### config.mk
export PLATFORM = sky130hd
export DESIGN_NAME = bmt_scan
export DESIGN_NICKNAME = d
export VERILOG_FILES = /design/src/rtl/bmt_pkg.sv /design/src/rtl/bmt_scan.sv
export VERILOG_INCLUDE_DIRS = /design/src /design/src/rtl
export SDC_FILE = /design/constraint.sdc
export NUM_CORES = 1
export LEC_CHECK = 0
export BUFFER_PORTS_ARGS = -buffer_cell sky130_fd_sc_hd__buf_4
export CORE_MARGIN = 4
export CORE_UTILIZATION = 30
export DETAILED_ROUTE_END_ITERATION = 10
export GPL_ROUTABILITY_DRIVEN = 0
export HOLD_SLACK_MARGIN = 0.08
export SYNTH_ARGS = -nofsm -noshare
export SYNTH_HDL_FRONTEND = slang
export SYNTH_SLANG_ARGS = --single-unit
### constraint.sdc
create_clock -name clk -period 6.2 [get_ports clk]
set_clock_uncertainty 0.1 [all_clocks]
set_input_delay 0.31 -clock clk [delete_from_list [all_inputs] [get_ports clk]]
set_output_delay 0.31 -clock clk [all_outputs]
set_load 0.01 [all_outputs]
### src/rtl/bounding_box_marker_tracker_macros.svh
// Assertion helpers for the tracker RTL, used by bmt_scan.
`ifndef BOUNDING_BOX_MARKER_TRACKER_MACROS_SVH
`define BOUNDING_BOX_MARKER_TRACKER_MACROS_SVH

// Same-cycle implication, checked only while out of reset.
`define BMT_ASSERT_NOW(label, clk, rst_n, ante, cons) \
    label: assert property (@(posedge clk) disable iff (!rst_n) (ante) |-> (cons)) \
        else $error("tracker check failed");

// Next-cycle implication, checked only while out of reset.
`define BMT_ASSERT_NEXT(label, clk, rst_n, ante, cons) \
    label: assert property (@(posedge clk) disable iff (!rst_n) (ante) |=> (cons)) \
        else $error("tracker check failed");

`endif

### src/rtl/bmt_pkg.sv
`default_nettype none

package bmt_pkg;

    localparam int MARKER_SLOTS = 128;
    localparam int COORD_BITS   = 12;
    localparam int SLOT_W       = (MARKER_SLOTS > 1) ? $clog2(MARKER_SLOTS) : 1;
    localparam int SLOT_OUT_W   = 8;
    localparam int DIM_W        = 13;
    localparam int AREA_W       = 25;
    localparam int PROD_W       = 2 * DIM_W;
    localparam int TOL_W        = 8;
    localparam int AGE_W        = TOL_W + 1;
    localparam int COUNT_W      = 16;
    localparam int CFG_IDX_W    = 3;
    localparam int CFG_DATA_W   = AREA_W;

    localparam logic [AREA_W-1:0]     MIN_AREA_RST     = AREA_W'(10 * 10);
    localparam logic [AREA_W-1:0]     MAX_AREA_RST     = AREA_W'(320 * 240);
    localparam logic [TOL_W-1:0]      LOST_TOL_RST     = TOL_W'(5);
    localparam logic [COORD_BITS-1:0] MAX_MOVE_RST     = COORD_BITS'(5);
    localparam logic [COORD_BITS-1:0] FRAME_WIDTH_RST  = COORD_BITS'(320);
    localparam logic [COORD_BITS-1:0] FRAME_HEIGHT_RST = COORD_BITS'(240);

    localparam logic [SLOT_OUT_W-1:0] SLOT_NONE  = SLOT_OUT_W'(MARKER_SLOTS);
    localparam logic [SLOT_W-1:0]     SLOT_LAST  = SLOT_W'(MARKER_SLOTS - 1);
    localparam logic [COUNT_W-1:0]    COUNT_MAX  = {COUNT_W{1'b1}};

    localparam logic KIND_BOX   = 1'b0;
    localparam logic KIND_TOTAL = 1'b1;

    typedef enum logic [1:0] {
        OP_FRAME_START = 2'd0,
        OP_RECT        = 2'd1,
        OP_FRAME_END   = 2'd2,
        OP_CLEAR       = 2'd3
    } bmt_op_t;

    typedef enum logic [CFG_IDX_W-1:0] {
        CFG_MIN_AREA     = 3'd0,
        CFG_MAX_AREA     = 3'd1,
        CFG_LOST_TOL     = 3'd2,
        CFG_MAX_MOVE     = 3'd3,
        CFG_FRAME_WIDTH  = 3'd4,
        CFG_FRAME_HEIGHT = 3'd5
    } bmt_cfg_idx_t;

    typedef enum logic [2:0] {
        ST_IDLE,
        ST_EXEC,
        ST_FILTER,
        ST_SCAN,
        ST_RESOLVE,
        ST_EMIT
    } bmt_state_t;

    typedef struct packed {
        logic [AREA_W-1:0]     min_area;
        logic [AREA_W-1:0]     max_area;
        logic [TOL_W-1:0]      lost_tolerance;
        logic [COORD_BITS-1:0] max_move;
        logic [COORD_BITS-1:0] frame_width;
        logic [COORD_BITS-1:0] frame_height;
    } bmt_cfg_t;

    typedef struct packed {
        logic                    valid;
        logic signed [AGE_W-1:0] age;
        logic [COORD_BITS-1:0]   x;
        logic [COORD_BITS-1:0]   y;
    } bmt_entry_t;

    typedef struct packed {
        logic                  shift;
        logic                  age_tick;
        logic                  free_lost;
        logic                  clear_all;
        logic                  wr;
        logic [SLOT_W-1:0]     wr_slot;
        logic [COORD_BITS-1:0] wr_x;
        logic [COORD_BITS-1:0] wr_y;
        logic [TOL_W-1:0]      tol;
    } bmt_cell_cmd_t;

endpackage

`default_nettype wire

### src/rtl/bmt_scan.sv
`default_nettype none

`include "bounding_box_marker_tracker_macros.svh"

module bmt_scan (
    input  wire logic                              clk,
    input  wire logic                              rst_n,
    input  wire bmt_pkg::bmt_cfg_t                 cfg,
    input  wire logic                              in_valid,
    output logic                                   in_ready,
    input  wire logic [1:0]                        opcode,
    input  wire logic [bmt_pkg::COORD_BITS-1:0]    rect_x,
    input  wire logic [bmt_pkg::COORD_BITS-1:0]    rect_y,
    input  wire logic [bmt_pkg::DIM_W-1:0]         rect_w,
    input  wire logic [bmt_pkg::DIM_W-1:0]         rect_h,
    input  wire bmt_pkg::bmt_entry_t               head,
    output bmt_pkg::bmt_cell_cmd_t                 cmd,
    output logic                                   out_valid,
    input  wire logic                              out_ready,
    output logic                                   kind,
    output logic [bmt_pkg::COUNT_W-1:0]            report_index,
    output logic [bmt_pkg::COORD_BITS-1:0]         out_x,
    output logic [bmt_pkg::COORD_BITS-1:0]         out_y,
    output logic [bmt_pkg::DIM_W-1:0]              out_w,
    output logic [bmt_pkg::DIM_W-1:0]              out_h,
    output logic [bmt_pkg::SLOT_OUT_W-1:0]         marker_slot,
    output logic                                   new_marker,
    output logic [bmt_pkg::COUNT_W-1:0]            object_count
);
    import bmt_pkg::*;

    bmt_state_t              state_reg, state_next;
    bmt_op_t                 op_reg;
    logic [COORD_BITS-1:0]   rx_reg, ry_reg;
    logic [DIM_W-1:0]        rw_reg, rh_reg;
    logic [PROD_W-1:0]       area_reg;
    logic [SLOT_W-1:0]       idx_reg;
    logic                    match_found_reg, free_found_reg;
    logic [SLOT_W-1:0]       match_idx_reg, free_idx_reg;
    logic [SLOT_OUT_W-1:0]   slot_reg;
    logic                    fresh_reg;
    logic [COUNT_W-1:0]      count_reg;

    logic                    out_valid_reg;
    logic                    kind_reg;
    logic [COUNT_W-1:0]      index_reg;
    logic [COORD_BITS-1:0]   ox_reg, oy_reg;
    logic [DIM_W-1:0]        ow_reg, oh_reg;
    logic [SLOT_OUT_W-1:0]   oslot_reg;
    logic                    onew_reg;
    logic [COUNT_W-1:0]      ocount_reg;

    logic                    accept;
    logic                    area_ok;
    logic                    in_frame;
    logic [COORD_BITS-1:0]   dx, dy;
    logic                    match_hit;
    logic                    free_hit;
    logic                    out_free;
    logic                    claim;

    assign accept   = in_valid && in_ready;
    assign out_free = !out_valid_reg || out_ready;
    assign area_ok  = (area_reg > PROD_W'(cfg.min_area)) && (area_reg < PROD_W'(cfg.max_area));
    assign in_frame = (rx_reg <= cfg.frame_width) && (ry_reg <= cfg.frame_height);
    assign dx       = (rx_reg >= head.x) ? (rx_reg - head.x) : (head.x - rx_reg);
    assign dy       = (ry_reg >= head.y) ? (ry_reg - head.y) : (head.y - ry_reg);
    assign match_hit = head.valid && (dx < cfg.max_move) && (dy < cfg.max_move);
    assign free_hit  = !head.valid;
    assign claim     = !match_found_reg && in_frame && free_found_reg;

    // Next-state logic.
    always_comb
    begin
        state_next = state_reg;
        case (state_reg)
            ST_IDLE:
            begin
                if (accept)
                begin
                    state_next = ST_EXEC;
                end
            end
            ST_EXEC:
            begin
                case (op_reg)
                    OP_RECT:      state_next = ST_FILTER;
                    OP_FRAME_END: state_next = ST_EMIT;
                    default:      state_next = ST_IDLE;
                endcase
            end
            ST_FILTER:
            begin
                state_next = area_ok ? ST_SCAN : ST_IDLE;
            end
            ST_SCAN:
            begin
                if (idx_reg == SLOT_LAST)
                begin
                    state_next = ST_RESOLVE;
                end
            end
            ST_RESOLVE:
            begin
                state_next = ST_EMIT;
            end
            ST_EMIT:
            begin
                if (out_free)
                begin
                    state_next = ST_IDLE;
                end
            end
            default:
            begin
                state_next = ST_IDLE;
            end
        endcase
    end

    // Outputs of the state machine: handshake and commands to the cells.
    always_comb
    begin
        in_ready      = 1'b0;
        cmd.shift     = 1'b0;
        cmd.age_tick  = 1'b0;
        cmd.free_lost = 1'b0;
        cmd.clear_all = 1'b0;
        cmd.wr        = 1'b0;
        cmd.wr_slot   = match_found_reg ? match_idx_reg : free_idx_reg;
        cmd.wr_x      = rx_reg;
        cmd.wr_y      = ry_reg;
        cmd.tol       = cfg.lost_tolerance;
        case (state_reg)
            ST_IDLE:
            begin
                in_ready = 1'b1;
            end
            ST_EXEC:
            begin
                cmd.age_tick  = (op_reg == OP_FRAME_START);
                cmd.free_lost = (op_reg == OP_FRAME_END);
                cmd.clear_all = (op_reg == OP_CLEAR);
            end
            ST_SCAN:
            begin
                cmd.shift = 1'b1;
            end
            ST_RESOLVE:
            begin
                cmd.wr = match_found_reg || claim;
            end
            default:
            begin
                in_ready = 1'b0;
            end
        endcase
    end

    always_ff @(posedge clk or negedge rst_n)
    begin
        if (!rst_n)
        begin
            state_reg <= ST_IDLE;
        end
        else
        begin
            state_reg <= state_next;
        end
    end

    // Transaction fields and the scan bookkeeping.
    always_ff @(posedge clk)
    begin
        if (accept)
        begin
            op_reg <= bmt_op_t'(opcode);
            rx_reg <= rect_x;
            ry_reg <= rect_y;
            rw_reg <= rect_w;
            rh_reg <= rect_h;
        end
        if (state_reg == ST_EXEC)
        begin
            area_reg <= PROD_W'(rw_reg) * PROD_W'(rh_reg);
        end
        if (state_reg == ST_FILTER)
        begin
            idx_reg         <= '0;
            match_found_reg <= 1'b0;
            free_found_reg  <= 1'b0;
        end
        else if (state_reg == ST_SCAN)
        begin
            // The chain rotates by one slot per cycle, so the head holds slot idx_reg.
            idx_reg <= idx_reg + SLOT_W'(1);
            if (match_hit && !match_found_reg)
            begin
                match_found_reg <= 1'b1;
                match_idx_reg   <= idx_reg;
            end
            if (free_hit && !free_found_reg)
            begin
                free_found_reg <= 1'b1;
                free_idx_reg   <= idx_reg;
            end
        end
        if (state_reg == ST_RESOLVE)
        begin
            if (match_found_reg)
            begin
                slot_reg  <= SLOT_OUT_W'(match_idx_reg);
                fresh_reg <= 1'b0;
            end
            else if (claim)
            begin
                slot_reg  <= SLOT_OUT_W'(free_idx_reg);
                fresh_reg <= 1'b1;
            end
            else
            begin
                slot_reg  <= SLOT_NONE;
                fresh_reg <= 1'b0;
            end
        end
    end

    always_ff @(posedge clk or negedge rst_n)
    begin
        if (!rst_n)
        begin
            count_reg <= '0;
        end
        else if ((state_reg == ST_EXEC) && (op_reg == OP_FRAME_START))
        begin
            count_reg <= '0;
        end
        else if ((state_reg == ST_EMIT) && out_free && (op_reg == OP_RECT) &&
                 (count_reg != COUNT_MAX))
        begin
            count_reg <= count_reg + COUNT_W'(1);
        end
    end

    always_ff @(posedge clk or negedge rst_n)
    begin
        if (!rst_n)
        begin
            out_valid_reg <= 1'b0;
        end
        else if ((state_reg == ST_EMIT) && out_free)
        begin
            out_valid_reg <= 1'b1;
        end
        else if (out_ready)
        begin
            out_valid_reg <= 1'b0;
        end
    end

    always_ff @(posedge clk)
    begin
        if ((state_reg == ST_EMIT) && out_free)
        begin
            if (op_reg == OP_RECT)
            begin
                kind_reg   <= KIND_BOX;
                index_reg  <= count_reg;
                ox_reg     <= rx_reg;
                oy_reg     <= ry_reg;
                ow_reg     <= rw_reg;
                oh_reg     <= rh_reg;
                oslot_reg  <= slot_reg;
                onew_reg   <= fresh_reg;
                ocount_reg <= '0;
            end
            else
            begin
                kind_reg   <= KIND_TOTAL;
                index_reg  <= '0;
                ox_reg     <= '0;
                oy_reg     <= '0;
                ow_reg     <= '0;
                oh_reg     <= '0;
                oslot_reg  <= '0;
                onew_reg   <= 1'b0;
                ocount_reg <= count_reg;
            end
        end
    end

    assign out_valid    = out_valid_reg;
    assign kind         = kind_reg;
    assign report_index = index_reg;
    assign out_x        = ox_reg;
    assign out_y        = oy_reg;
    assign out_w        = ow_reg;
    assign out_h        = oh_reg;
    assign marker_slot  = oslot_reg;
    assign new_marker   = onew_reg;
    assign object_count = ocount_reg;

    `BMT_ASSERT_NOW(a_full_rotation, clk, rst_n, state_reg == ST_RESOLVE,
        $past(state_reg) == ST_SCAN && $past(idx_reg) == SLOT_LAST)
    `BMT_ASSERT_NEXT(a_frame_start_clears, clk, rst_n,
        state_reg == ST_EXEC && op_reg == OP_FRAME_START, count_reg == '0)
    `BMT_ASSERT_NOW(a_load_from_emit, clk, rst_n, $rose(out_valid_reg),
        $past(state_reg) == ST_EMIT)
    `BMT_ASSERT_NOW(a_new_has_slot, clk, rst_n, out_valid_reg && onew_reg,
        kind_reg == KIND_BOX && oslot_reg != SLOT_NONE)

endmodule

`default_nettype wire

# Word level (Yosys, flattened, before mapping)
# Index checks and enable logic that the tools add are counted.
classes:
  muxes: 21
  reduce_logical: 28
  mul: 1
  n_addsub: 6
  order_cmp: 8
  bitwise_logic: 1
  n_eq_ne: 13
op_table:
  columns: ["operator", "count"]
  rows:
  - ["12-bit subtractor", 4]
  - ["16-bit two-way mux", 2]
  - ["26-bit by 25-bit > comparator with 1-bit output", 1]
  - ["26-bit by 25-bit < comparator with 1-bit output", 1]
  - ["13-bit by 13-bit multiplier with 26-bit output", 1]
  - ["12-bit >= comparator", 2]
  - ["12-bit less-or-equal comparator", 2]
  - ["12-bit < comparator", 2]
  - ["12-bit two-way mux", 2]
  - ["3-bit one-hot mux with 6 select lines", 1]
  - ["16-bit by 1-bit adder with 16-bit output (second input constant)", 1]
  - ["16-bit != test (second input constant)", 1]
  - ["7-bit two-way mux", 2]
  - ["1-bit logical AND", 13]
  - ["3-bit two-way mux", 4]
  - ["3-bit AND reduction", 3]
  - ["8-bit two-way mux", 1]
  - ["7-bit by 1-bit adder with 7-bit output (second input constant)", 1]
  - ["7-bit equality test (second input constant)", 1]
  - ["1-bit two-way mux", 7]
  - ["3-bit by 2-bit equality test with 1-bit output (second input constant)", 2]
  - ["3-bit equality test (second input constant)", 2]
  - ["2-bit != test (second input constant)", 3]
  - ["3-bit one-hot mux with 2 select lines", 1]
  - ["other kinds (11)", 18]
word_totals:
  elab_cells: 104
  output_inout_bits: 138
  input_bits: 184
  reg_bits: 222

# Depth between registers and ports, before layout
# Gate-level depths: netlist (run 1).
logic_depth:
  word_depth: 7
  mapped_depth: 21
  depth_no_buf: 20

# Worst setup path before layout (run 1)
# OpenSTA, ideal clock, no wires.
synth_timing:
  path_kind: "register to register"
  startpoint: "register state_reg[1]"
  endpoint: "register count_reg[14]"
  t_required_ps: 5964
  path_buffers: 1
  period_less_slack_ps: 6295
  setup_time_ps: 136
  path_stages_with_launch: 9
  t_arrival_ps: 6059
  path_slack_ps: -95
  cell_sequence: "dfrtp_1 -> clkbuf_1 -> nand3b_1 -> nor2_1 -> o311ai_1 -> nor3_1 -> nand3_1 -> xor2_1 -> nor2_1"
synth_between:
  elab_chain_len: 5
  elab_cells_between_ends: 8
  classes_between: "eq/ne: 2; mux: 1; reduce/logical: 5"
synth_rtl:
  columns: ["element", "line", "rtl"]
  rows:
  - ["from (decl)", "bmt_scan.sv:32", "bmt_state_t state_reg, state_next;"]
  - ["from (signal assigned)", "bmt_scan.sv:168", "state_reg <= state_next;"]
  - ["3-bit equality test", "bmt_scan.sv:238", "else if ((state_reg == ST_EMIT) && out_free && (op_reg == OP_RECT) &&"]
  - ["1-bit logical AND (3 in a row)", "bmt_scan.sv:238", null]
  - ["2-bit nonzero test (no line)", null, null]
  - ["to (signal assigned)", "bmt_scan.sv:241", "count_reg <= count_reg + COUNT_W'(1);"]
  - ["to (decl)", "bmt_scan.sv:42", "logic [COUNT_W-1:0] count_reg;"]
# Parallel ways exist; a longest one is shown, timed or not.
# A chain may end at the register's enable or synchronous reset.

# Worst setup path in the final report (run 1)
layout_timing:
  startpoint: "register rh_reg[5]"
  endpoint: "register area_reg[18] (data pin)"
layout_between:
  elab_chain_len: 1
layout_rtl:
  columns: ["element", "line", "rtl"]
  rows:
  - ["from (decl)", "bmt_scan.sv:35", "logic [DIM_W-1:0] rw_reg, rh_reg;"]
  - ["from (signal assigned)", "bmt_scan.sv:181", "rh_reg <= rect_h;"]
  - ["13-bit by 13-bit multiplier with 26-bit output", "bmt_scan.sv:185", "area_reg <= PROD_W'(rw_reg) * PROD_W'(rh_reg);"]
  - ["to (signal assigned)", "bmt_scan.sv:185", null]
  - ["to (decl)", "bmt_scan.sv:36", "logic [PROD_W-1:0] area_reg;"]
# No other way between the ends.

==> results.tsv, run 1 <==
metric	value	unit
synth_flop_cell	edfxtp_1	
die_h	253	µm
ff2ff_setup_slack	0.40	ns
synth.area.mux_share	1.51	%
required	6.41	ns
clock_latency	0.58	ns
htree_levels	1	
synth_cell_types	65	
cts-root-buf	clkbuf_16	
drv_slew	0	
drt_wl_total	47800	µm
finalSetupViolCount	0	
cp.arrival	6.01	ns
slew_headroom	34.4	%
clk_pin_slew	0.06	ns
syn_inst	1740	
cp_slowest_stage_delay	0.77	ns
cts_buffer_depth	3	
synth-xor-area-share	2.68	%
grt_pass1_wl	75700	µm
drt-initial-drc-count	614	
worstMarginPinSlew	0.979	ns
first_pass_iters	5	
dieArea	63800	µm²
avgSynthCellArea	10.3	µm²
cts_made_buffers	28	
fill_cells	5826	
min_period_over_period	93.6	%
grt_pass1_vias	14300	
wl_per_cell	16.5	µm
hold-worst-slack	0.344	ns
dieWidth	253	µm
ys_top_cells_by_area	edfxtp_1 (32%), ha_1 (15%), fa_1 (14%)	
cts_tree	yes	
design_area	22700	µm²
synth_top_area_share	32.3	%
synth-simple-area-share	13.2	%
grt_remaining_overflow	0	
setup-tns-final	0	ns
cp.buffers_inverters	5	
grtUsageTotal	14.9	%
grt_max_degree	59	
seq_area_frac_synth	36.1	%
async_flop_share	9.01	%
numPortBuffers	296	
dp_hpwl	37900	µm
largest_reg_flops	26	
synth_compound_gate_area_share	9.13	%
drt-vias-per-instance	4.66	
row_count	89	
area_growth	26.5	%
syn-num-nets	2263	
max_cap_viol_count	0	
final_nets	2615	
yosysWarnings	0	
start_kind	register	
synth_top_family_by_area	adder cells	
syn-cell-area	17900	µm²
rsz0062_at_grt	no	
synth-edff-count	193	
start_util	30.3	%
antenna_found_initial	4	
ant_nets	0	
place_area	21100	µm²
ys_seq_elements	222	
hp-class	in -> reg	
io_pins	322	
path_delay_family	adder cells	
period_minus_slack	5.80	ns
status	finished, final reports clean	
synth.largest_area_cell	edfxtp_1	
clock-sinks	222	
post-place-ws	0.458	ns
vias	13500	
synthAdderAreaFrac	28.9	%
drc	0	
crit_path_cell_trace	nand2_1 > fa_1 > inv_1 > fa_1 > inv_1 > fa_1 > inv_1 > fa_1 > inv_1 > fa_1 > inv_1 > ha_1 > nand3_1 > o31ai_1 > nor4_1 > o41ai_1 > a21oi_1 > xnor2_1	
hold_viol_final	0	
fmaxAchievable	172	MHz
path_max_fanout	14	
layout_setup_ws	0.399	ns
slowest_stage	edfxtp_1	
drive_above_1_share	19.1	%
crit_path_end_kind	register	
worstSetupPathType	reg -> reg	
fp.coreArea	59100	µm²
cell families after synthesis:
logic type      count (synthesis)
flops                         222
compound gates                250
buf+inv                       392
xor+xnor                       55
simple gates                  457
mux                            25
fa+ha+maj                     339
synthesized netlist by cell type, types with 20 or more instances:
cell type and number:
a21o_1 40, a21oi_1 71, and2_1 166, clkbuf_1 46, dfrtp_1 20, edfxtp_1 193, fa_1 125, ha_1 214
inv_1 332, nand2_1 115, nand3_1 21, nand4_1 22, nor2_1 69, nor3_1 21, o21ai_0 40, xnor2_1 35
xor2_1 20
timing repair:
item,in CTS,in global routing
buffers inserted,0,0
resized for setup,0,0
hold buffers,57,0
hold endpoints to repair,82,0
layer usage:
| metal | vias to the layer above | wire length [µm] | global-route usage (%) |
|---|---|---|---|
| met3 | 81 | 2220 | 2.42 |
| met5 | - | 21 | 0 |
| met4 | 4 | 1650 | 4.68 |
| met1 | 6607 | 19600 | 18.0 |
| li1 | 6455 | - | - |
| met2 | 305 | 24300 | 27.1 |
through the flow:
stage | utilization [%] | std cells
after detailed placement | 35.7 | 2778
after global routing | 38.4 | 2889
after global placement | 35.7 | 2778
final | 38.4 | 2889
after floorplan | - | 1740
after CTS | 38.4 | 2887
cell usage in the layout (no fill, tap or decap), types with 57 or more instances in the layout:
cell type and count:
and2_1 165, fa_1 125, buf_4 325, inv_1 332, edfxtp_1 193, ha_1 214, a21oi_1 71, nand2_1 115
nor2_1 68, dlygate4sd3_1 57
worst register-to-register path: stages, from the launching register on:
cell	delay [ns]
edfxtp_1	0.77
nand2_1	0.17
fa_1	0.54
inv_1	0.05
fa_1	0.50
inv_1	0.05
fa_1	0.51
inv_1	0.07
fa_1	0.53
inv_1	0.05
fa_1	0.52
inv_1	0.04
ha_1	0.37
nand3_1	0.10
o31ai_1	0.43
nor4_1	0.12
o41ai_1	0.36
a21oi_1	0.13
xnor2_1	0.13
cell type report:
cell class	count	area [µm²]	share of cell area, %
multi-input cells	1126	9980	43.9
flip-flops and latches	222	6480	28.5
repair buffers	382	3010	13.3
inverters	332	1250	5.49
well taps	773	967	4.26
clock buffers	32	716	3.15
clock inverters	20	304	1.34
diodes	2	5.00	0.0220
final timing paths:
check,start,endpoint,cells after the start
worst min-delay path,rect_y[6],ry_reg[6],2
max in group asynchronous,rst_n,count_reg[15],3
worst min register to register,idx_reg[1],idx_reg[1],2
min in group asynchronous,rst_n,count_reg[12],3
worst max-delay path,rh_reg[5],area_reg[18],18
worst max register to register,rh_reg[5],area_reg[18],18
Power of run 1 is left out: the tool's default activity adds up to more than one toggle a clock period on the data nets, which glitch-free logic cannot reach.
==> run 2, diff against run 1 <==
--- a/config.mk
+++ b/config.mk
@@ -12,6 +12,7 @@
 export DETAILED_ROUTE_END_ITERATION = 10
 export GPL_ROUTABILITY_DRIVEN = 0
 export HOLD_SLACK_MARGIN = 0.08
+export RECOVER_POWER = 25
 export SYNTH_ARGS = -nofsm -noshare
 export SYNTH_HDL_FRONTEND = slang
 export SYNTH_SLANG_ARGS = --single-unit
==> run 2 against run 1 <==
Net effect: final cell count unchanged; cell area decreased by 0.98%; register-to-register slack improved by 0.02 ns; non-clock buffer count unchanged; critical path type unchanged; sequential share of layout area increased by 0.28 points.
==> results.tsv, run 2 (synthesis gave the netlist of run 1 again) <==
metric	value	unit	change
dieWidth	253	µm	unchanged
status	finished, final reports clean		unchanged
worstMarginPinSlew	0.965	ns	was 0.979 ns
min_period_over_period	93.3	%	was 93.6%
cts_tree	yes		unchanged
dp_hpwl	37900	µm	unchanged
row_count	89		unchanged
layout_common_cells	inv_1 (332), buf_4 (216), ha_1 (214)		was inv_1 (332), buf_4 (325), ha_1 (214)
area_growth	25.3	%	was 26.5%
slew_headroom	35.4	%	was 34.4%
numPortBuffers	296		unchanged
cts_setup_buffers	0		unchanged
required	6.41	ns	about the same
whs_endpoint	ry_reg[6]		unchanged
ant_nets	0		unchanged
cts_resized	0		unchanged
cts_buffer_depth	3		unchanged
r2r_start	rh_reg[5]		unchanged
ff2ff_setup_slack	0.42	ns	was 0.40 ns
drv_slew	0		unchanged
die_h	253	µm	unchanged
grtUsageTotal	14.9	%	unchanged
worstReg2RegEnd	area_reg[18]		unchanged
first_pass_iters	5		unchanged
crit_path_end_kind	register		unchanged
htree_levels	1		unchanged
clk_pin_slew	0.06	ns	about the same
grt_remaining_overflow	0		unchanged
dieArea	63800	µm²	unchanged
fp.coreArea	59100	µm²	unchanged
fill_cells	5876		was 5,826
max_cap_viol_count	0		unchanged
drc	0		unchanged
antenna_found_initial	4		unchanged
grt_max_degree	59		unchanged
final_nets	2615		unchanged
rsz0062_at_grt	no		unchanged
drt_wl_total	47700	µm	was 47,800 µm
worstSetupPathType	reg -> reg		unchanged
grt_pass1_vias	14300		unchanged
clock_latency	0.58	ns	about the same
largest_reg_flops	26		unchanged
clock-sinks	222		unchanged
cts-root-buf	clkbuf_16		unchanged
grt_pass1_wl	75700	µm	unchanged
setup-tns-final	0	ns	unchanged
io_pins	322		unchanged
vias	13400		was 13.5k
drt-initial-drc-count	683		was 614
finalSetupViolCount	0		unchanged
hold_viol_final	0		unchanged
hp-class	in -> reg		unchanged
start_util	30.3	%	unchanged
mostFrequentLayoutCell	inv_1		unchanged
drt-vias-per-instance	4.65		was 4.66
ff2ff_path_depth	18		unchanged
path_max_fanout	14		unchanged
holdBufCountCts	57		unchanged
wl_per_cell	16.5	µm	about the same
hold_start	rect_y[6]		unchanged
start_kind	register		unchanged
fmaxAchievable	173	MHz	was 172 MHz
drive_above_1_share	16.3	%	was 19.1%
period_minus_slack	5.78	ns	was 5.80 ns
cp.arrival	5.99	ns	was 6.01 ns
min_delay_path_depth	2		unchanged
cts_made_buffers	28		unchanged
[run 2: cell types whose count changed in the layout (fill, tap and decap cells not counted)]
| cell | previous run | this run |
|---|---|---|
| and2_1 | 165 | 164 |
| clkbuf_4 | 0 | 50 |
| buf_4 | 325 | 216 |
| clkbuf_1 | 4 | 63 |
| and2_0 | 0 | 1 |
[run 2: area by class of cell]
type | count | area [µm²] | share of cell area (%)
Timing Repair Buffer | 382 | 2790 | 12.4
Multi-Input combinational cell | 1126 | 9980 | 44.4
Antenna cell | 2 | 5.00 | 0.0223
Clock buffer | 32 | 716 | 3.18
Clock inverter | 20 | 304 | 1.35
Inverter | 332 | 1250 | 5.54
Sequential cell | 222 | 6480 | 28.8
Tap cell | 773 | 967 | 4.30
[run 2: worst max-delay path, cell delays in order, from the launching register on]
cell	delay [ns]
edfxtp_1	0.75
nand2_1	0.16
fa_1	0.54
inv_1	0.05
fa_1	0.50
inv_1	0.05
fa_1	0.51
inv_1	0.07
fa_1	0.53
inv_1	0.05
fa_1	0.52
inv_1	0.04
ha_1	0.37
nand3_1	0.10
o31ai_1	0.43
nor4_1	0.12
o41ai_1	0.36
a21oi_1	0.13
xnor2_1	0.13
[run 2: how the worst max path moves through the flow]
| stage | from | end |
|---|---|---|
| after floorplan | rw_reg[6] | area_reg[18] |
| after global placement | rh_reg[5] | area_reg[18] |
| after detailed placement | rh_reg[5] | area_reg[18] |
| after CTS | rh_reg[6] | area_reg[18] |
| after global routing | rh_reg[6] | area_reg[18] |
| final | rh_reg[5] | area_reg[18] |
[run 2: layer usage]
metal  track usage (%)  up-vias  routed length, µm
li1                  -     6450                  -
met1              18.0     6592              19600
met2              27.1      309              24300
met3              2.42       81               2170
met4              4.68        4               1600
met5                 0        -                 21
[run 2: metrics by stage]
stage | cell area, µm² | instances | setup WS, ns | utilization, % | hold slack, ns
finish | 22500 | 2889 | 0.417 | 38.0 | 0.359
global route | 22500 | 2889 | 0.0578 | 38.0 | 0.333
CTS | 22700 | 2887 | 0.427 | 38.4 | 0.290
detailed placement | 21100 | 2778 | 0.458 | 35.7 | 0.102
global placement | 21100 | 2778 | 0.477 | 35.7 | 0.105
floorplan | 17900 | 1740 | 0.783 | - | -0.0856
Power of run 2 is left out for the same reason.
