===== src/rtl/bounding_box_marker_tracker_macros.svh =====
// Assertion helpers for the tracker RTL, used by bmt_scan.
`ifndef BOUNDING_BOX_MARKER_TRACKER_MACROS_SVH
`define BOUNDING_BOX_MARKER_TRACKER_MACROS_SVH

// Same-cycle implication, checked only while out of reset.
`define BMT_ASSERT_NOW(label, clk, rst_n, ante, cons) \
    label: assert property (@(posedge clk) disable iff (!rst_n) (ante) |-> (cons)) \
        else $error("tracker check failed");

// Next-cycle implication, checked only while out of reset.
`define BMT_ASSERT_NEXT(label, clk, rst_n, ante, cons) \
    label: assert property (@(posedge clk) disable iff (!rst_n) (ante) |=> (cons)) \
        else $error("tracker check failed");

`endif


===== src/rtl/bmt_pkg.sv =====
`default_nettype none

package bmt_pkg;

    localparam int MARKER_SLOTS = 128;
    localparam int COORD_BITS   = 12;
    localparam int SLOT_W       = (MARKER_SLOTS > 1) ? $clog2(MARKER_SLOTS) : 1;
    localparam int SLOT_OUT_W   = 8;
    localparam int DIM_W        = 13;
    localparam int AREA_W       = 25;
    localparam int PROD_W       = 2 * DIM_W;
    localparam int TOL_W        = 8;
    localparam int AGE_W        = TOL_W + 1;
    localparam int COUNT_W      = 16;
    localparam int CFG_IDX_W    = 3;
    localparam int CFG_DATA_W   = AREA_W;

    localparam logic [AREA_W-1:0]     MIN_AREA_RST     = AREA_W'(10 * 10);
    localparam logic [AREA_W-1:0]     MAX_AREA_RST     = AREA_W'(320 * 240);
    localparam logic [TOL_W-1:0]      LOST_TOL_RST     = TOL_W'(5);
    localparam logic [COORD_BITS-1:0] MAX_MOVE_RST     = COORD_BITS'(5);
    localparam logic [COORD_BITS-1:0] FRAME_WIDTH_RST  = COORD_BITS'(320);
    localparam logic [COORD_BITS-1:0] FRAME_HEIGHT_RST = COORD_BITS'(240);

    localparam logic [SLOT_OUT_W-1:0] SLOT_NONE  = SLOT_OUT_W'(MARKER_SLOTS);
    localparam logic [SLOT_W-1:0]     SLOT_LAST  = SLOT_W'(MARKER_SLOTS - 1);
    localparam logic [COUNT_W-1:0]    COUNT_MAX  = {COUNT_W{1'b1}};

    localparam logic KIND_BOX   = 1'b0;
    localparam logic KIND_TOTAL = 1'b1;

    typedef enum logic [1:0] {
        OP_FRAME_START = 2'd0,
        OP_RECT        = 2'd1,
        OP_FRAME_END   = 2'd2,
        OP_CLEAR       = 2'd3
    } bmt_op_t;

    typedef enum logic [CFG_IDX_W-1:0] {
        CFG_MIN_AREA     = 3'd0,
        CFG_MAX_AREA     = 3'd1,
        CFG_LOST_TOL     = 3'd2,
        CFG_MAX_MOVE     = 3'd3,
        CFG_FRAME_WIDTH  = 3'd4,
        CFG_FRAME_HEIGHT = 3'd5
    } bmt_cfg_idx_t;

    typedef enum logic [2:0] {
        ST_IDLE,
        ST_EXEC,
        ST_FILTER,
        ST_SCAN,
        ST_RESOLVE,
        ST_EMIT
    } bmt_state_t;

    typedef struct packed {
        logic [AREA_W-1:0]     min_area;
        logic [AREA_W-1:0]     max_area;
        logic [TOL_W-1:0]      lost_tolerance;
        logic [COORD_BITS-1:0] max_move;
        logic [COORD_BITS-1:0] frame_width;
        logic [COORD_BITS-1:0] frame_height;
    } bmt_cfg_t;

    typedef struct packed {
        logic                    valid;
        logic signed [AGE_W-1:0] age;
        logic [COORD_BITS-1:0]   x;
        logic [COORD_BITS-1:0]   y;
    } bmt_entry_t;

    typedef struct packed {
        logic                  shift;
        logic                  age_tick;
        logic                  free_lost;
        logic                  clear_all;
        logic                  wr;
        logic [SLOT_W-1:0]     wr_slot;
        logic [COORD_BITS-1:0] wr_x;
        logic [COORD_BITS-1:0] wr_y;
        logic [TOL_W-1:0]      tol;
    } bmt_cell_cmd_t;

endpackage

`default_nettype wire


===== src/rtl/bmt_cell.sv =====
`default_nettype none

module bmt_cell (
    input  wire logic                          clk,
    input  wire logic                          rst_n,
    input  wire bmt_pkg::bmt_cell_cmd_t        cmd,
    input  wire logic [bmt_pkg::SLOT_W-1:0]    slot_id,
    input  wire bmt_pkg::bmt_entry_t           nbr,
    output bmt_pkg::bmt_entry_t                entry
);
    import bmt_pkg::*;

    logic                    valid_reg;
    logic signed [AGE_W-1:0] age_reg;
    logic [COORD_BITS-1:0]   x_reg;
    logic [COORD_BITS-1:0]   y_reg;
    logic signed [AGE_W-1:0] tol_age;
    logic                    selected;

    assign tol_age  = $signed({1'b0, cmd.tol});
    assign selected = cmd.wr && (cmd.wr_slot == slot_id);

    always_ff @(posedge clk or negedge rst_n)
    begin
        if (!rst_n)
        begin
            valid_reg <= 1'b0;
            age_reg   <= $signed({1'b0, LOST_TOL_RST});
        end
        else if (cmd.clear_all)
        begin
            valid_reg <= 1'b0;
            age_reg   <= tol_age;
        end
        else if (cmd.shift)
        begin
            valid_reg <= nbr.valid;
            age_reg   <= nbr.age;
        end
        else if (cmd.age_tick)
        begin
            // Ages stop at minus one so that a marker is freed exactly once.
            if (valid_reg && (age_reg >= 0))
            begin
                age_reg <= age_reg - AGE_W'(1);
            end
        end
        else if (cmd.free_lost)
        begin
            if (age_reg < 0)
            begin
                valid_reg <= 1'b0;
                age_reg   <= tol_age;
            end
        end
        else if (selected)
        begin
            valid_reg <= 1'b1;
            age_reg   <= tol_age;
        end
    end

    always_ff @(posedge clk)
    begin
        if (cmd.shift)
        begin
            x_reg <= nbr.x;
            y_reg <= nbr.y;
        end
        else if (selected && !cmd.clear_all)
        begin
            x_reg <= cmd.wr_x;
            y_reg <= cmd.wr_y;
        end
    end

    always_comb
    begin
        entry.valid = valid_reg;
        entry.age   = age_reg;
        entry.x     = x_reg;
        entry.y     = y_reg;
    end

endmodule

`default_nettype wire


===== config.mk =====
export PLATFORM = sky130hd
export DESIGN_NAME = bmt_cell
export DESIGN_NICKNAME = d
export VERILOG_FILES = /design/src/rtl/bounding_box_marker_tracker_macros.svh /design/src/rtl/bmt_pkg.sv /design/src/rtl/bmt_cell.sv
export SDC_FILE = /design/constraint.sdc
export NUM_CORES = 1
export LEC_CHECK = 0
export BUFFER_PORTS_ARGS = -buffer_cell sky130_fd_sc_hd__buf_4
export CAP_MARGIN = 10
export CORE_UTILIZATION = 47
export CTS_BUF_LIST = sky130_fd_sc_hd__clkbuf_2 sky130_fd_sc_hd__clkbuf_4 sky130_fd_sc_hd__clkbuf_8
export CTS_CLUSTER_DIAMETER = 30
export CTS_CLUSTER_SIZE = 8
export DETAILED_ROUTE_END_ITERATION = 12
export GPL_TIMING_DRIVEN = 0
export PLACE_DENSITY = 0.87
export SLEW_MARGIN = 20
export SYNTH_ARGS = -nofsm -noshare
export SYNTH_HDL_FRONTEND = slang
export SYNTH_SLANG_ARGS = --single-unit

===== constraint.sdc =====
create_clock -name clk -period 4.3 [get_ports clk]
set_input_delay 0.645 -clock clk [delete_from_list [all_inputs] [get_ports clk]]
set_output_delay 0.645 -clock clk [all_outputs]
set_load 0.01 [all_outputs]

Word level (Yosys, flattened, before mapping)
Index checks and enable logic that the tools add are counted.

storage, ports and cells
  register bits = 34
  input port bits = 87
  output and inout bits = 34
  logic and storage cells = 38

operators by class
  add/sub/neg operators = 1
  order comparisons = 2
  equal/unequal tests = 5
  muxes and demuxes = 17
  reduce and logical (&&, ||, !) cells = 9

operators with widths
  operator                                                    number
  2-to-1 mux 9 bit                                            7
  2-to-1 mux 12 bit                                           4
  >= comparator 9 x 1 -> 1 bit, second input constant         1
  less-than comparator 9 x 1 -> 1 bit, second input constant  1
  subtractor 9 x 2 -> 9 bit, second input constant            1
  inequality test 4 x 2 -> 1 bit, second input constant       2
  equality test 7 bit                                         1
  2-to-1 mux 1 bit                                            6
  AND reduction 3 bit                                         2
  inequality test 5 x 2 -> 1 bit, second input constant       1
  nonzero test 5 bit                                          1
  nonzero test 4 bit                                          1
  logical AND 1 bit                                           3
  inequality test 3 x 2 -> 1 bit, second input constant       1
  nonzero test 2 bit                                          1
  logical NOT 1 bit                                           1

Depth between registers and ports, before layout
Gate-level depths: netlist of run 1.

  depth after elaboration = 7
  mapped depth = 7
  gate-level depth less buffers = 7

Worst setup path after synthesis of run 1
No wires, ideal clock.

  path type = input port to flip-flop
  from = input port slot_id[4] (netlist bit)
  to = register x_reg[0] (enable)
  setup time = 0.442 ns
  data arrival time = 2.824 ns
  required time = 3.858 ns
  slack = 1.034 ns
  stages on the path = 3
  path buffers = 0
  cell sequence = xnor2_1 > nand4_1 > o31ai_1

on the way
  longest elaborated chain between the ends = 4

RTL lines
  item                          line            text
  from (decl)                   bmt_cell.sv:7   input wire logic [bmt_pkg::SLOT_W-1:0] slot_id,
  equality test 7 bit           bmt_cell.sv:21  assign selected = cmd.wr && (cmd.wr_slot == slot_id);
  logical AND 1 bit             bmt_cell.sv:21
  logical AND 1 bit             bmt_cell.sv:70  else if (selected && !cmd.clear_all)
  nonzero test 2 bit (no line)  --
  to (signal assigned)          bmt_cell.sv:67  x_reg <= nbr.x;
  to (signal assigned)          bmt_cell.sv:72  x_reg <= cmd.wr_x;
  to (decl)                     bmt_cell.sv:15  logic [COORD_BITS-1:0] x_reg;

Every way passes these cells.
A chain may end at the register's enable or synchronous reset.

Worst setup path in the final report of run 1
  from = input port slot_id[2] (netlist bit)
  to = register y_reg[1] (enable)

on the way
  longest elaborated chain between the ends = 4

RTL lines
  item                          line            text
  equality test 7 bit           bmt_cell.sv:21
  logical AND 1 bit             bmt_cell.sv:21
  logical AND 1 bit             bmt_cell.sv:70
  nonzero test 2 bit (no line)  --
  to (signal assigned)          bmt_cell.sv:68  y_reg <= nbr.y;
  to (signal assigned)          bmt_cell.sv:73  y_reg <= cmd.wr_y;
  to (decl)                     bmt_cell.sv:16  logic [COORD_BITS-1:0] y_reg;

Every way passes these cells.

==> impl_results.html, run 1 <==
<table>
<tr><th>Metric</th><th>Value</th></tr>
<tr><th colspan="2">Detailed routing</th></tr>
<tr><td>Routed wire length</td><td>5.25 mm</td></tr>
<tr><td>Pre-antenna DRT Iters</td><td>6</td></tr>
<tr><td>Routed via count divided by cell count</td><td>5.30</td></tr>
<tr><td>Routed via count</td><td>1776</td></tr>
<tr><td>Detail Route Antenna Nets</td><td>0</td></tr>
<tr><td>Total DRC errors in the routed layout</td><td>0</td></tr>
<tr><td>1st-iter DRT viols</td><td>80</td></tr>
<tr><td>Routed wirelength normalized by instance count</td><td>15.7 um</td></tr>
<tr><th colspan="2">Floorplanning</th></tr>
<tr><td>Initial standard-cell utilization of the core</td><td>50.5%</td></tr>
<tr><td>Die area</td><td>0.00431 mm2</td></tr>
<tr><td>Horiz. Die Dim</td><td>65.6 um</td></tr>
<tr><td>Core region area</td><td>0.00377 mm2</td></tr>
<tr><td>Number of ports placed on the die boundary</td><td>121</td></tr>
<tr><td>Site row count</td><td>22</td></tr>
<tr><td>Vertical extent of the die</td><td>65.6 um</td></tr>
<tr><th colspan="2">Timing</th></tr>
<tr><td>Worst Hold Slack</td><td>0.181 ns</td></tr>
<tr><td>Worst-case clock skew</td><td>0.00352 ns</td></tr>
<tr><td>Pins Over Slew Limit</td><td>0</td></tr>
<tr><td># setup viols final</td><td>0</td></tr>
<tr><td>Slew margin rel.</td><td>50.7%</td></tr>
<tr><td>Clock period minus final worst setup slack</td><td>2.10 ns</td></tr>
<tr><td>Fmax</td><td>0.475 GHz</td></tr>
<tr><td>Setup tns final</td><td>0 ns</td></tr>
<tr><td>Slew at the pin closest to its max-slew limit</td><td>0.739 ns</td></tr>
<tr><td>Fraction of the cycle the final worst path needs</td><td>48.9%</td></tr>
<tr><td>RSZ-0062 raised after global routing</td><td>no</td></tr>
<tr><td>Count of final hold-check violations</td><td>0</td></tr>
<tr><th colspan="2">Synth</th></tr>
<tr><td>Post-synthesis instance area</td><td>0.00190 mm2</td></tr>
<tr><td>Number of library cell types mapped by synthesis</td><td>38</td></tr>
<tr><td>Flip-flop and latch count after synthesis</td><td>34</td></tr>
<tr><td>Synthesis Warnings</td><td>0</td></tr>
<tr><td>Main synth FF type</td><td>sky130_fd_sc_hd__edfxtp_1</td></tr>
<tr><td>Fraction of the yosys area taken by sequential cells</td><td>51.2%</td></tr>
<tr><td>Mean area per synthesized cell</td><td>11.9 um2</td></tr>
<tr><td>Post-Synthesis Net Count</td><td>248</td></tr>
<tr><td>Fraction of registers with async set/reset</td><td>29.4%</td></tr>
<tr><td>Cell count after synthesis</td><td>160</td></tr>
<tr><td>Count of flip-flops with a built-in enable after synthesis</td><td>24</td></tr>
<tr><th colspan="2">Placement</th></tr>
<tr><td>Final weighted congestion of routability-driven global placement</td><td>0.814</td></tr>
<tr><td>Detailed placer's ending HPWL</td><td>4.30 mm</td></tr>
<tr><td>Port Buffer Count</td><td>118</td></tr>
<tr><td>Number of cells after detailed placement</td><td>327</td></tr>
<tr><th colspan="2">Clock network</th></tr>
<tr><td>Hold-fix buffers at CTS</td><td>0</td></tr>
<tr><td>Clock buffer count from CTS</td><td>5</td></tr>
<tr><td>Clock insertion delay at the later pin of the skew report</td><td>0.28 ns</td></tr>
<tr><td>Clock root buffer</td><td>sky130_fd_sc_hd__clkbuf_8</td></tr>
<tr><td>H-tree depth reported by CTS</td><td>2</td></tr>
<tr><td>Clock edge transition at the registers on the reported setup and hold paths</td><td>0.07 ns</td></tr>
<tr><td>Number of sinks driven by the clock tree</td><td>34</td></tr>
<tr><td>Number of buffers inserted by post-CTS setup repair</td><td>0</td></tr>
<tr><td>CTS tree</td><td>yes</td></tr>
<tr><td>Post-CTS resize count</td><td>0</td></tr>
<tr><td>Max Root-Sink Buffers</td><td>2</td></tr>
<tr><th colspan="2">Final layout</th></tr>
<tr><td>Leading cell type in the layout, fill and taps excluded</td><td>sky130_fd_sc_hd__buf_4</td></tr>
<tr><td>Post-synthesis to final-layout area growth</td><td>56.2%</td></tr>
<tr><td>Leading cell types in the layout, fill and taps excluded</td><td>sky130_fd_sc_hd__buf_4, sky130_fd_sc_hd__mux2_2, sky130_fd_sc_hd__edfxtp_1</td></tr>
<tr><td>Number of standard cells in the final layout excluding fillers</td><td>335</td></tr>
<tr><td>Ant diodes</td><td>0</td></tr>
<tr><td>Fraction of final layout cells with drive strength greater than 1</td><td>57.8%</td></tr>
<tr><td>Net total in the final layout</td><td>374</td></tr>
<tr><th colspan="2">Power and ir drop</th></tr>
<tr><td>Power density over the cells</td><td>307 mW/mm2</td></tr>
<tr><td>Peak ir drop on the vdd network</td><td>0.232 mV</td></tr>
<tr><td>P_leak</td><td>0.00131 uW</td></tr>
<tr><td>Total power after layout</td><td>914 uW</td></tr>
<tr><th colspan="2">Worst setup path</th></tr>
<tr><td>Data arrival at the endpoint of the critical path</td><td>2.10 ns</td></tr>
<tr><td>Critical path peak fanout</td><td>13</td></tr>
<tr><td>Worst Setup Path Type</td><td>in -&gt; reg</td></tr>
<tr><td>Worst setup path startpoint</td><td>slot_id[2]</td></tr>
<tr><td>Kind of end point of the critical path</td><td>flop</td></tr>
<tr><td>Crit path required time</td><td>4.29 ns</td></tr>
<tr><td>Crit path launch type</td><td>input pin</td></tr>
<tr><td>Critical register-to-register path startpoint</td><td>age_reg[4]</td></tr>
<tr><th colspan="2">Global route</th></tr>
<tr><td>Vias in the first global route</td><td>1823</td></tr>
<tr><td>Initial antenna violation count</td><td>0</td></tr>
<tr><td>Total GRT Usage</td><td>25.7%</td></tr>
<tr><td>Global-route wire length before repair</td><td>8.18 mm</td></tr>
<tr><td>Largest net degree at the start of global routing</td><td>14</td></tr>
<tr><td>Global-route congestion overflow total</td><td>0</td></tr>
<tr><th colspan="2">Worst hold path</th></tr>
<tr><td>Class of the worst hold path</td><td>in -&gt; async</td></tr>
<tr><th colspan="2">Status</th></tr>
<tr><td>Outcome</td><td>complete, no violations</td></tr>
<tr><th colspan="2">Flow run</th></tr>
<tr><td>Number of max-cap violations</td><td>0</td></tr>
</table>
logic make-up (layout without fill, tap and decap cells):
| kind of cell | after synthesis | count (layout) | synth area share (%) |
|---|---|---|---|
| DFF | 34 | 34 | 51.2 |
| xor gates and xnor gates | 12 | 12 | 5.52 |
| and+or+nand+nor | 33 | 33 | 9.40 |
| buffers and inverters | 15 | 142 | 3.48 |
| AOI/OAI and AO/OA | 34 | 34 | 11.6 |
| adders and majority gates | 1 | 1 | 0.657 |
| muxes | 31 | 31 | 18.2 |
Yosys cell counts, types with 2 or more instances:
| library cell | instances | area share (%) |
|---|---|---|
| sky130_fd_sc_hd__mux2_2 | 29 | 17 |
| sky130_fd_sc_hd__o21ai_0 | 4 | 1.1 |
| sky130_fd_sc_hd__dfrtp_1 | 8 | 11 |
| sky130_fd_sc_hd__inv_1 | 8 | 1.6 |
| sky130_fd_sc_hd__buf_1 | 2 | 0.39 |
| sky130_fd_sc_hd__a31oi_1 | 4 | 1.3 |
| sky130_fd_sc_hd__nor3_1 | 3 | 0.79 |
| sky130_fd_sc_hd__buf_2 | 2 | 0.53 |
| sky130_fd_sc_hd__o31ai_1 | 2 | 0.79 |
| sky130_fd_sc_hd__nor2_1 | 8 | 1.6 |
| sky130_fd_sc_hd__nand2b_1 | 2 | 0.66 |
| sky130_fd_sc_hd__o211ai_1 | 2 | 0.79 |
| sky130_fd_sc_hd__a21oi_1 | 7 | 1.8 |
| sky130_fd_sc_hd__a22oi_1 | 2 | 0.79 |
| sky130_fd_sc_hd__buf_4 | 2 | 0.79 |
| sky130_fd_sc_hd__edfxtp_1 | 24 | 38 |
| sky130_fd_sc_hd__mux2i_1 | 2 | 1.1 |
| sky130_fd_sc_hd__o22ai_1 | 6 | 2.0 |
| sky130_fd_sc_hd__nand4_1 | 2 | 0.66 |
| sky130_fd_sc_hd__xor2_1 | 3 | 1.4 |
| sky130_fd_sc_hd__xnor2_1 | 9 | 4.1 |
| sky130_fd_sc_hd__o2bb2ai_1 | 2 | 0.92 |
| sky130_fd_sc_hd__nand3_1 | 3 | 0.79 |
| sky130_fd_sc_hd__dfstp_2 | 2 | 2.8 |
| sky130_fd_sc_hd__a211oi_1 | 2 | 0.79 |
| sky130_fd_sc_hd__nand2_1 | 8 | 1.6 |
per-layer routing:
metal | track usage, % | share of wire [%] | wire length (um)
met2 | 46.0 | 53 | 2800
met3 | 8.85 | 8.3 | 437
met4 | 9.24 | 1.4 | 75
met5 | 0 | 0 | 0
met1 | 27.5 | 37 | 1930
worst max-delay path: stages:
cell and delay, ns:
sky130_fd_sc_hd__buf_4 0.11, sky130_fd_sc_hd__xnor2_1 0.17, sky130_fd_sc_hd__nand4_1 0.23, sky130_fd_sc_hd__o31ai_4 0.71, sky130_fd_sc_hd__buf_8 0.24
worst paths after layout:
path                         endpoint  slack, ns  cells past startpoint
min reg2reg                age_reg[5]       0.60                      2
max reg2reg                age_reg[7]       2.53                      5
min                        age_reg[5]       0.18                      1
max                          y_reg[1]       2.20                      5
min in group clk            valid_reg       0.59                      3
max in group asynchronous  age_reg[0]       3.90                      1
cell type report:
| type | count | area [um2] |
|---|---|---|
| clock buffer | 6 | 82.6 |
| sequential | 34 | 973 |
| multi-input combinational | 111 | 877 |
| tap | 48 | 60.1 |
| inverter | 8 | 30.0 |
| buffer | 7 | 36.3 |
| fill | 244 | 798 |
| timing repair buffer | 119 | 901 |
| clock inverter | 2 | 12.5 |
metrics by stage:
step | utilization [%] | setup WS (ns) | instance area (um2)
after floorplan | - | 1.03 | 1900
after global placement | 75.5 | 0.0197 | 2850
after detailed placement | 76.3 | 1.88 | 2880
after CTS | 78.8 | 2.19 | 2970
after global routing | 78.8 | 2.09 | 2970
final | 78.8 | 2.20 | 2970
power by group:
group | internal [uW] | switching (uW)
combinational | 145 | 104
sequential | 393 | 27.5
clock | 129 | 114
(Power assumes the default switching activity.)
==> run 2: changes to the inputs <==
--- a/config.mk
+++ b/config.mk
@@ -7,13 +7,13 @@
 export LEC_CHECK = 0
 export BUFFER_PORTS_ARGS = -buffer_cell sky130_fd_sc_hd__buf_4
 export CAP_MARGIN = 10
-export CORE_UTILIZATION = 47
+export CORE_UTILIZATION = 44
 export CTS_BUF_LIST = sky130_fd_sc_hd__clkbuf_2 sky130_fd_sc_hd__clkbuf_4 sky130_fd_sc_hd__clkbuf_8
 export CTS_CLUSTER_DIAMETER = 30
 export CTS_CLUSTER_SIZE = 8
 export DETAILED_ROUTE_END_ITERATION = 12
 export GPL_TIMING_DRIVEN = 0
-export PLACE_DENSITY = 0.87
+export PLACE_DENSITY = 0.83
 export SLEW_MARGIN = 20
 export SYNTH_ARGS = -nofsm -noshare
 export SYNTH_HDL_FRONTEND = slang
==> constraint.sdc (replaced) <==
create_clock -name clk -period 2.2 [get_ports clk]
set_input_delay 0.33 -clock clk [delete_from_list [all_inputs] [get_ports clk]]
set_output_delay 0.33 -clock clk [all_outputs]
set_load 0.01 [all_outputs]
==> impl_results.html, run 2 (synthesis results as in run 1) <==
<table>
<tr><th>Metric</th><th>Value</th></tr>
<tr><th colspan="2">Worst setup path</th></tr>
<tr><td>Worst Setup Path Type</td><td>reg -&gt; reg</td></tr>
<tr><td>Critical path buffers and inverters</td><td>1 (-1)</td></tr>
<tr><td>Setup slack, reg-to-reg</td><td>0.44 ns (-2.09 ns)</td></tr>
<tr><td>Crit-path max cell delay</td><td>0.44 ns (-0.27 ns)</td></tr>
<tr><td>Critical path peak fanout</td><td>8 (-5)</td></tr>
<tr><td>Kind of end point of the critical path</td><td>flop</td></tr>
<tr><td>Cell family with most CP delay</td><td>flip-flops</td></tr>
<tr><td>Crit path launch type</td><td>flop</td></tr>
<tr><td>Critical register-to-register path startpoint</td><td>age_reg[8]</td></tr>
<tr><td>Cell depth of the worst flop-to-flop path</td><td>5 (unchanged)</td></tr>
<tr><td>Capture point of the worst reg-to-reg path</td><td>age_reg[3]</td></tr>
<tr><td>Cell with the biggest individual delay on the critical path</td><td>sky130_fd_sc_hd__dfrtp_1</td></tr>
<tr><td>Series of cell instances along the critical path</td><td>inv_1, and3_1, o211ai_1, nand2_2, mux2_2</td></tr>
<tr><td>Crit path required time</td><td>2.36 ns (-1.93 ns)</td></tr>
<tr><td>Data arrival at the endpoint of the critical path</td><td>1.93 ns (-0.17 ns)</td></tr>
<tr><th colspan="2">Placement</th></tr>
<tr><td>Detailed placer's ending HPWL</td><td>3.94 mm (-8.3%)</td></tr>
<tr><td>Total cell area at the placement stage</td><td>0.00288 mm2 (about the same)</td></tr>
<tr><td>Post-Place Setup Slack</td><td>0.235 ns (-1.64 ns)</td></tr>
<tr><td>Port Buffer Count</td><td>118 (unchanged)</td></tr>
<tr><td>Final weighted congestion of routability-driven global placement</td><td>0.823 (+1.1%)</td></tr>
<tr><th colspan="2">Detailed routing</th></tr>
<tr><td>Total DRC errors in the routed layout</td><td>0 (unchanged)</td></tr>
<tr><td>1st-iter DRT viols</td><td>107 (+34%)</td></tr>
<tr><td>Routed via count</td><td>1772 (-0.23%)</td></tr>
<tr><td>Routed via count divided by cell count</td><td>5.24 (-1.1%)</td></tr>
<tr><td>Pre-antenna DRT Iters</td><td>4 (-2)</td></tr>
<tr><td>Detail Route Antenna Nets</td><td>0 (unchanged)</td></tr>
<tr><td>Routed wirelength normalized by instance count</td><td>14.5 um (-7.2%)</td></tr>
<tr><td>Routed wire length</td><td>4.91 mm (-6.4%)</td></tr>
<tr><th colspan="2">Worst hold path</th></tr>
<tr><td>Launch point of the worst hold path</td><td>nbr[33]</td></tr>
<tr><td>Hold worst-path end</td><td>valid_reg</td></tr>
<tr><td>Class of the worst hold path</td><td>in -&gt; reg</td></tr>
<tr><td>Hold Path Cell Cnt</td><td>3</td></tr>
<tr><th colspan="2">Final layout</th></tr>
<tr><td>Ant diodes</td><td>0 (unchanged)</td></tr>
<tr><td>Fraction of final layout cells with drive strength greater than 1</td><td>57.6% (-0.20 points)</td></tr>
<tr><td>Leading cell type in the layout, fill and taps excluded</td><td>sky130_fd_sc_hd__buf_4</td></tr>
<tr><td>Post-synthesis to final-layout area growth</td><td>56.7%</td></tr>
<tr><td>Design area</td><td>0.00298 mm2 (+0.29%)</td></tr>
<tr><td>Leading cell types in the layout, fill and taps excluded</td><td>sky130_fd_sc_hd__buf_4, sky130_fd_sc_hd__mux2_2, sky130_fd_sc_hd__edfxtp_1</td></tr>
<tr><td>Net total in the final layout</td><td>375 (+0.27%)</td></tr>
<tr><th colspan="2">Floorplanning</th></tr>
<tr><td>Die area</td><td>0.00459 mm2 (+6.6%)</td></tr>
<tr><td>Horiz. Die Dim</td><td>67.8 um (+3.3%)</td></tr>
<tr><td>Number of ports placed on the die boundary</td><td>121 (unchanged)</td></tr>
<tr><td>Initial standard-cell utilization of the core</td><td>46.6% (-3.9 points)</td></tr>
<tr><td>Core region area</td><td>0.00409 mm2 (+8.4%)</td></tr>
<tr><td>Site row count</td><td>23 (+4.5%)</td></tr>
<tr><td>Vertical extent of the die</td><td>67.8 um (+3.3%)</td></tr>
<tr><th colspan="2">Power and ir drop</th></tr>
<tr><td>Clock group share of total power</td><td>26.6% (about the same)</td></tr>
<tr><td>Total power after layout</td><td>1780 uW (+95%)</td></tr>
<tr><td>Power share of the sequential group</td><td>46.2% (about the same)</td></tr>
<tr><td>P_leak</td><td>0.00132 uW (+0.21%)</td></tr>
<tr><td>Power density over the cells</td><td>597 mW/mm2 (+94%)</td></tr>
<tr><td>Part of the total power dissipated in combinational logic</td><td>27.2% (about the same)</td></tr>
<tr><td>Switching power total</td><td>475 uW (+93%)</td></tr>
<tr><td>Internal power consumption</td><td>1300 uW (+95%)</td></tr>
<tr><td>Sw Ratio</td><td>26.7% (-0.25 points)</td></tr>
<tr><td>Peak ir drop on the vdd network</td><td>0.549 mV (+140%)</td></tr>
<tr><th colspan="2">Timing</th></tr>
<tr><td>RSZ-0062 raised after global routing</td><td>no</td></tr>
<tr><td>Clock period minus final worst setup slack</td><td>1.76 ns</td></tr>
<tr><td>Slew margin rel.</td><td>63.0% (+12 points)</td></tr>
<tr><td># setup viols final</td><td>0 (unchanged)</td></tr>
<tr><td>Fraction of the cycle the final worst path needs</td><td>80.1%</td></tr>
<tr><td>Worst Hold Slack</td><td>0.270 ns (+0.0895 ns)</td></tr>
<tr><td>Fmax</td><td>0.568 GHz</td></tr>
<tr><td>Count of final hold-check violations</td><td>0 (unchanged)</td></tr>
<tr><td>Worst-case clock skew</td><td>0.00105 ns (-0.00247 ns)</td></tr>
<tr><td>Worst setup slack after layout</td><td>0.438 ns (-1.76 ns)</td></tr>
<tr><td>Slew at the pin closest to its max-slew limit</td><td>0.555 ns (-0.184 ns)</td></tr>
<tr><td>Pins Over Slew Limit</td><td>0 (unchanged)</td></tr>
<tr><th colspan="2">Clock network</th></tr>
<tr><td>Max Root-Sink Buffers</td><td>2 (unchanged)</td></tr>
<tr><td>Clock edge transition at the registers on the reported setup and hold paths</td><td>0.07 ns (about the same)</td></tr>
<tr><td>CTS tree</td><td>yes</td></tr>
<tr><td>Clock root buffer</td><td>sky130_fd_sc_hd__clkbuf_8</td></tr>
<tr><td>Clock insertion delay at the later pin of the skew report</td><td>0.27 ns (about the same)</td></tr>
<tr><td>H-tree depth reported by CTS</td><td>2 (unchanged)</td></tr>
<tr><td>Post-CTS resize count</td><td>0 (unchanged)</td></tr>
<tr><td>Number of sinks driven by the clock tree</td><td>34 (unchanged)</td></tr>
<tr><td>Clock buffer count from CTS</td><td>5 (unchanged)</td></tr>
<tr><td>Number of buffers inserted by post-CTS setup repair</td><td>0 (unchanged)</td></tr>
<tr><th colspan="2">Global route</th></tr>
<tr><td>Total GRT Usage</td><td>23.0% (-2.7 points)</td></tr>
<tr><td>Initial antenna violation count</td><td>0 (unchanged)</td></tr>
<tr><td>Global-route wire length before repair</td><td>7.65 mm (-6.6%)</td></tr>
<tr><td>Largest net degree at the start of global routing</td><td>18 (+4)</td></tr>
<tr><td>Global-route congestion overflow total</td><td>0 (unchanged)</td></tr>
<tr><td>Vias in the first global route</td><td>1672 (-8.3%)</td></tr>
<tr><th colspan="2">Status</th></tr>
<tr><td>Outcome</td><td>complete, no violations</td></tr>
<tr><th colspan="2">Flow run</th></tr>
<tr><td>Number of max-cap violations</td><td>0 (unchanged)</td></tr>
</table>
==> run 2: tightest hold or removal path: stages <==
cell and delay, ns:
sky130_fd_sc_hd__buf_4 0.07, sky130_fd_sc_hd__nand2_1 0.04, sky130_fd_sc_hd__o21ai_0 0.06
==> run 2: repair_timing <==
action,4_1_cts,5_1_grt
hold buffers,1,0
endpoints found under the setup margin,0,0
endpoints found under the hold margin,8,0
==> run 2: through the flow <==
stage / setup TNS, ns / util, % / instances
global route: 0 / 73.0 / 338
finish: 0 / 73.0 / 338
detailed placement: 0 / 70.4 / 329
global placement: -0.877 / 70.1 / 328
floorplan: 0 / - / 160
CTS: 0 / 73.0 / 338
==> run 2: routing by layer <==
| layer | global-route usage, % | wire length (um) | part of all wire, % | up-vias |
|---|---|---|---|---|
| met5 | 0 | 0 | 0 | - |
| met2 | 41.8 | 2680 | 55 | 81 |
| met3 | 8.61 | 432 | 8.8 | 4 |
| met1 | 25.1 | 1770 | 36 | 828 |
| met4 | 4.52 | 32 | 0.65 | 0 |
| li1 | - | - | - | 859 |
==> run 2: how the worst max path moves through the flow <==
| stage | end | start | slack [ns] | depth (start not counted) |
|---|---|---|---|---|
| after detailed placement | age_reg[3] | slot_id[6] | 0.24 | 6 |
| after CTS | age_reg[7] | age_reg[4] | 0.45 | 5 |
| final | age_reg[3] | age_reg[8] | 0.44 | 5 |
| after floorplan | x_reg[0] | slot_id[4] | 0.38 | 3 |
| after global routing | age_reg[7] | age_reg[3] | 0.32 | 5 |
| after global placement | y_reg[5] | slot_id[4] | -0.04 | 4 |
==> run 2: layout make-up <==
type                    instances  area, um2
well taps                      50       62.6
multi-input cells             111        877
repair buffers                120        907
clock buffers                   6       82.6
fillers                       304       1100
inverters                       8       30.0
flip-flops and latches         34        973
plain buffers                   7       36.3
clock inverters                 2       12.5
==> run 2: power groups by stage <==
stage | Clock, uW | Combinational, uW | Sequential [uW]
floorplan | 0 | 186 | 860
global placement | 0 | 474 | 831
detailed placement | 0 | 484 | 834
CTS | 488 | 488 | 821
global route | 519 | 528 | 830
finish | 472 | 484 | 822
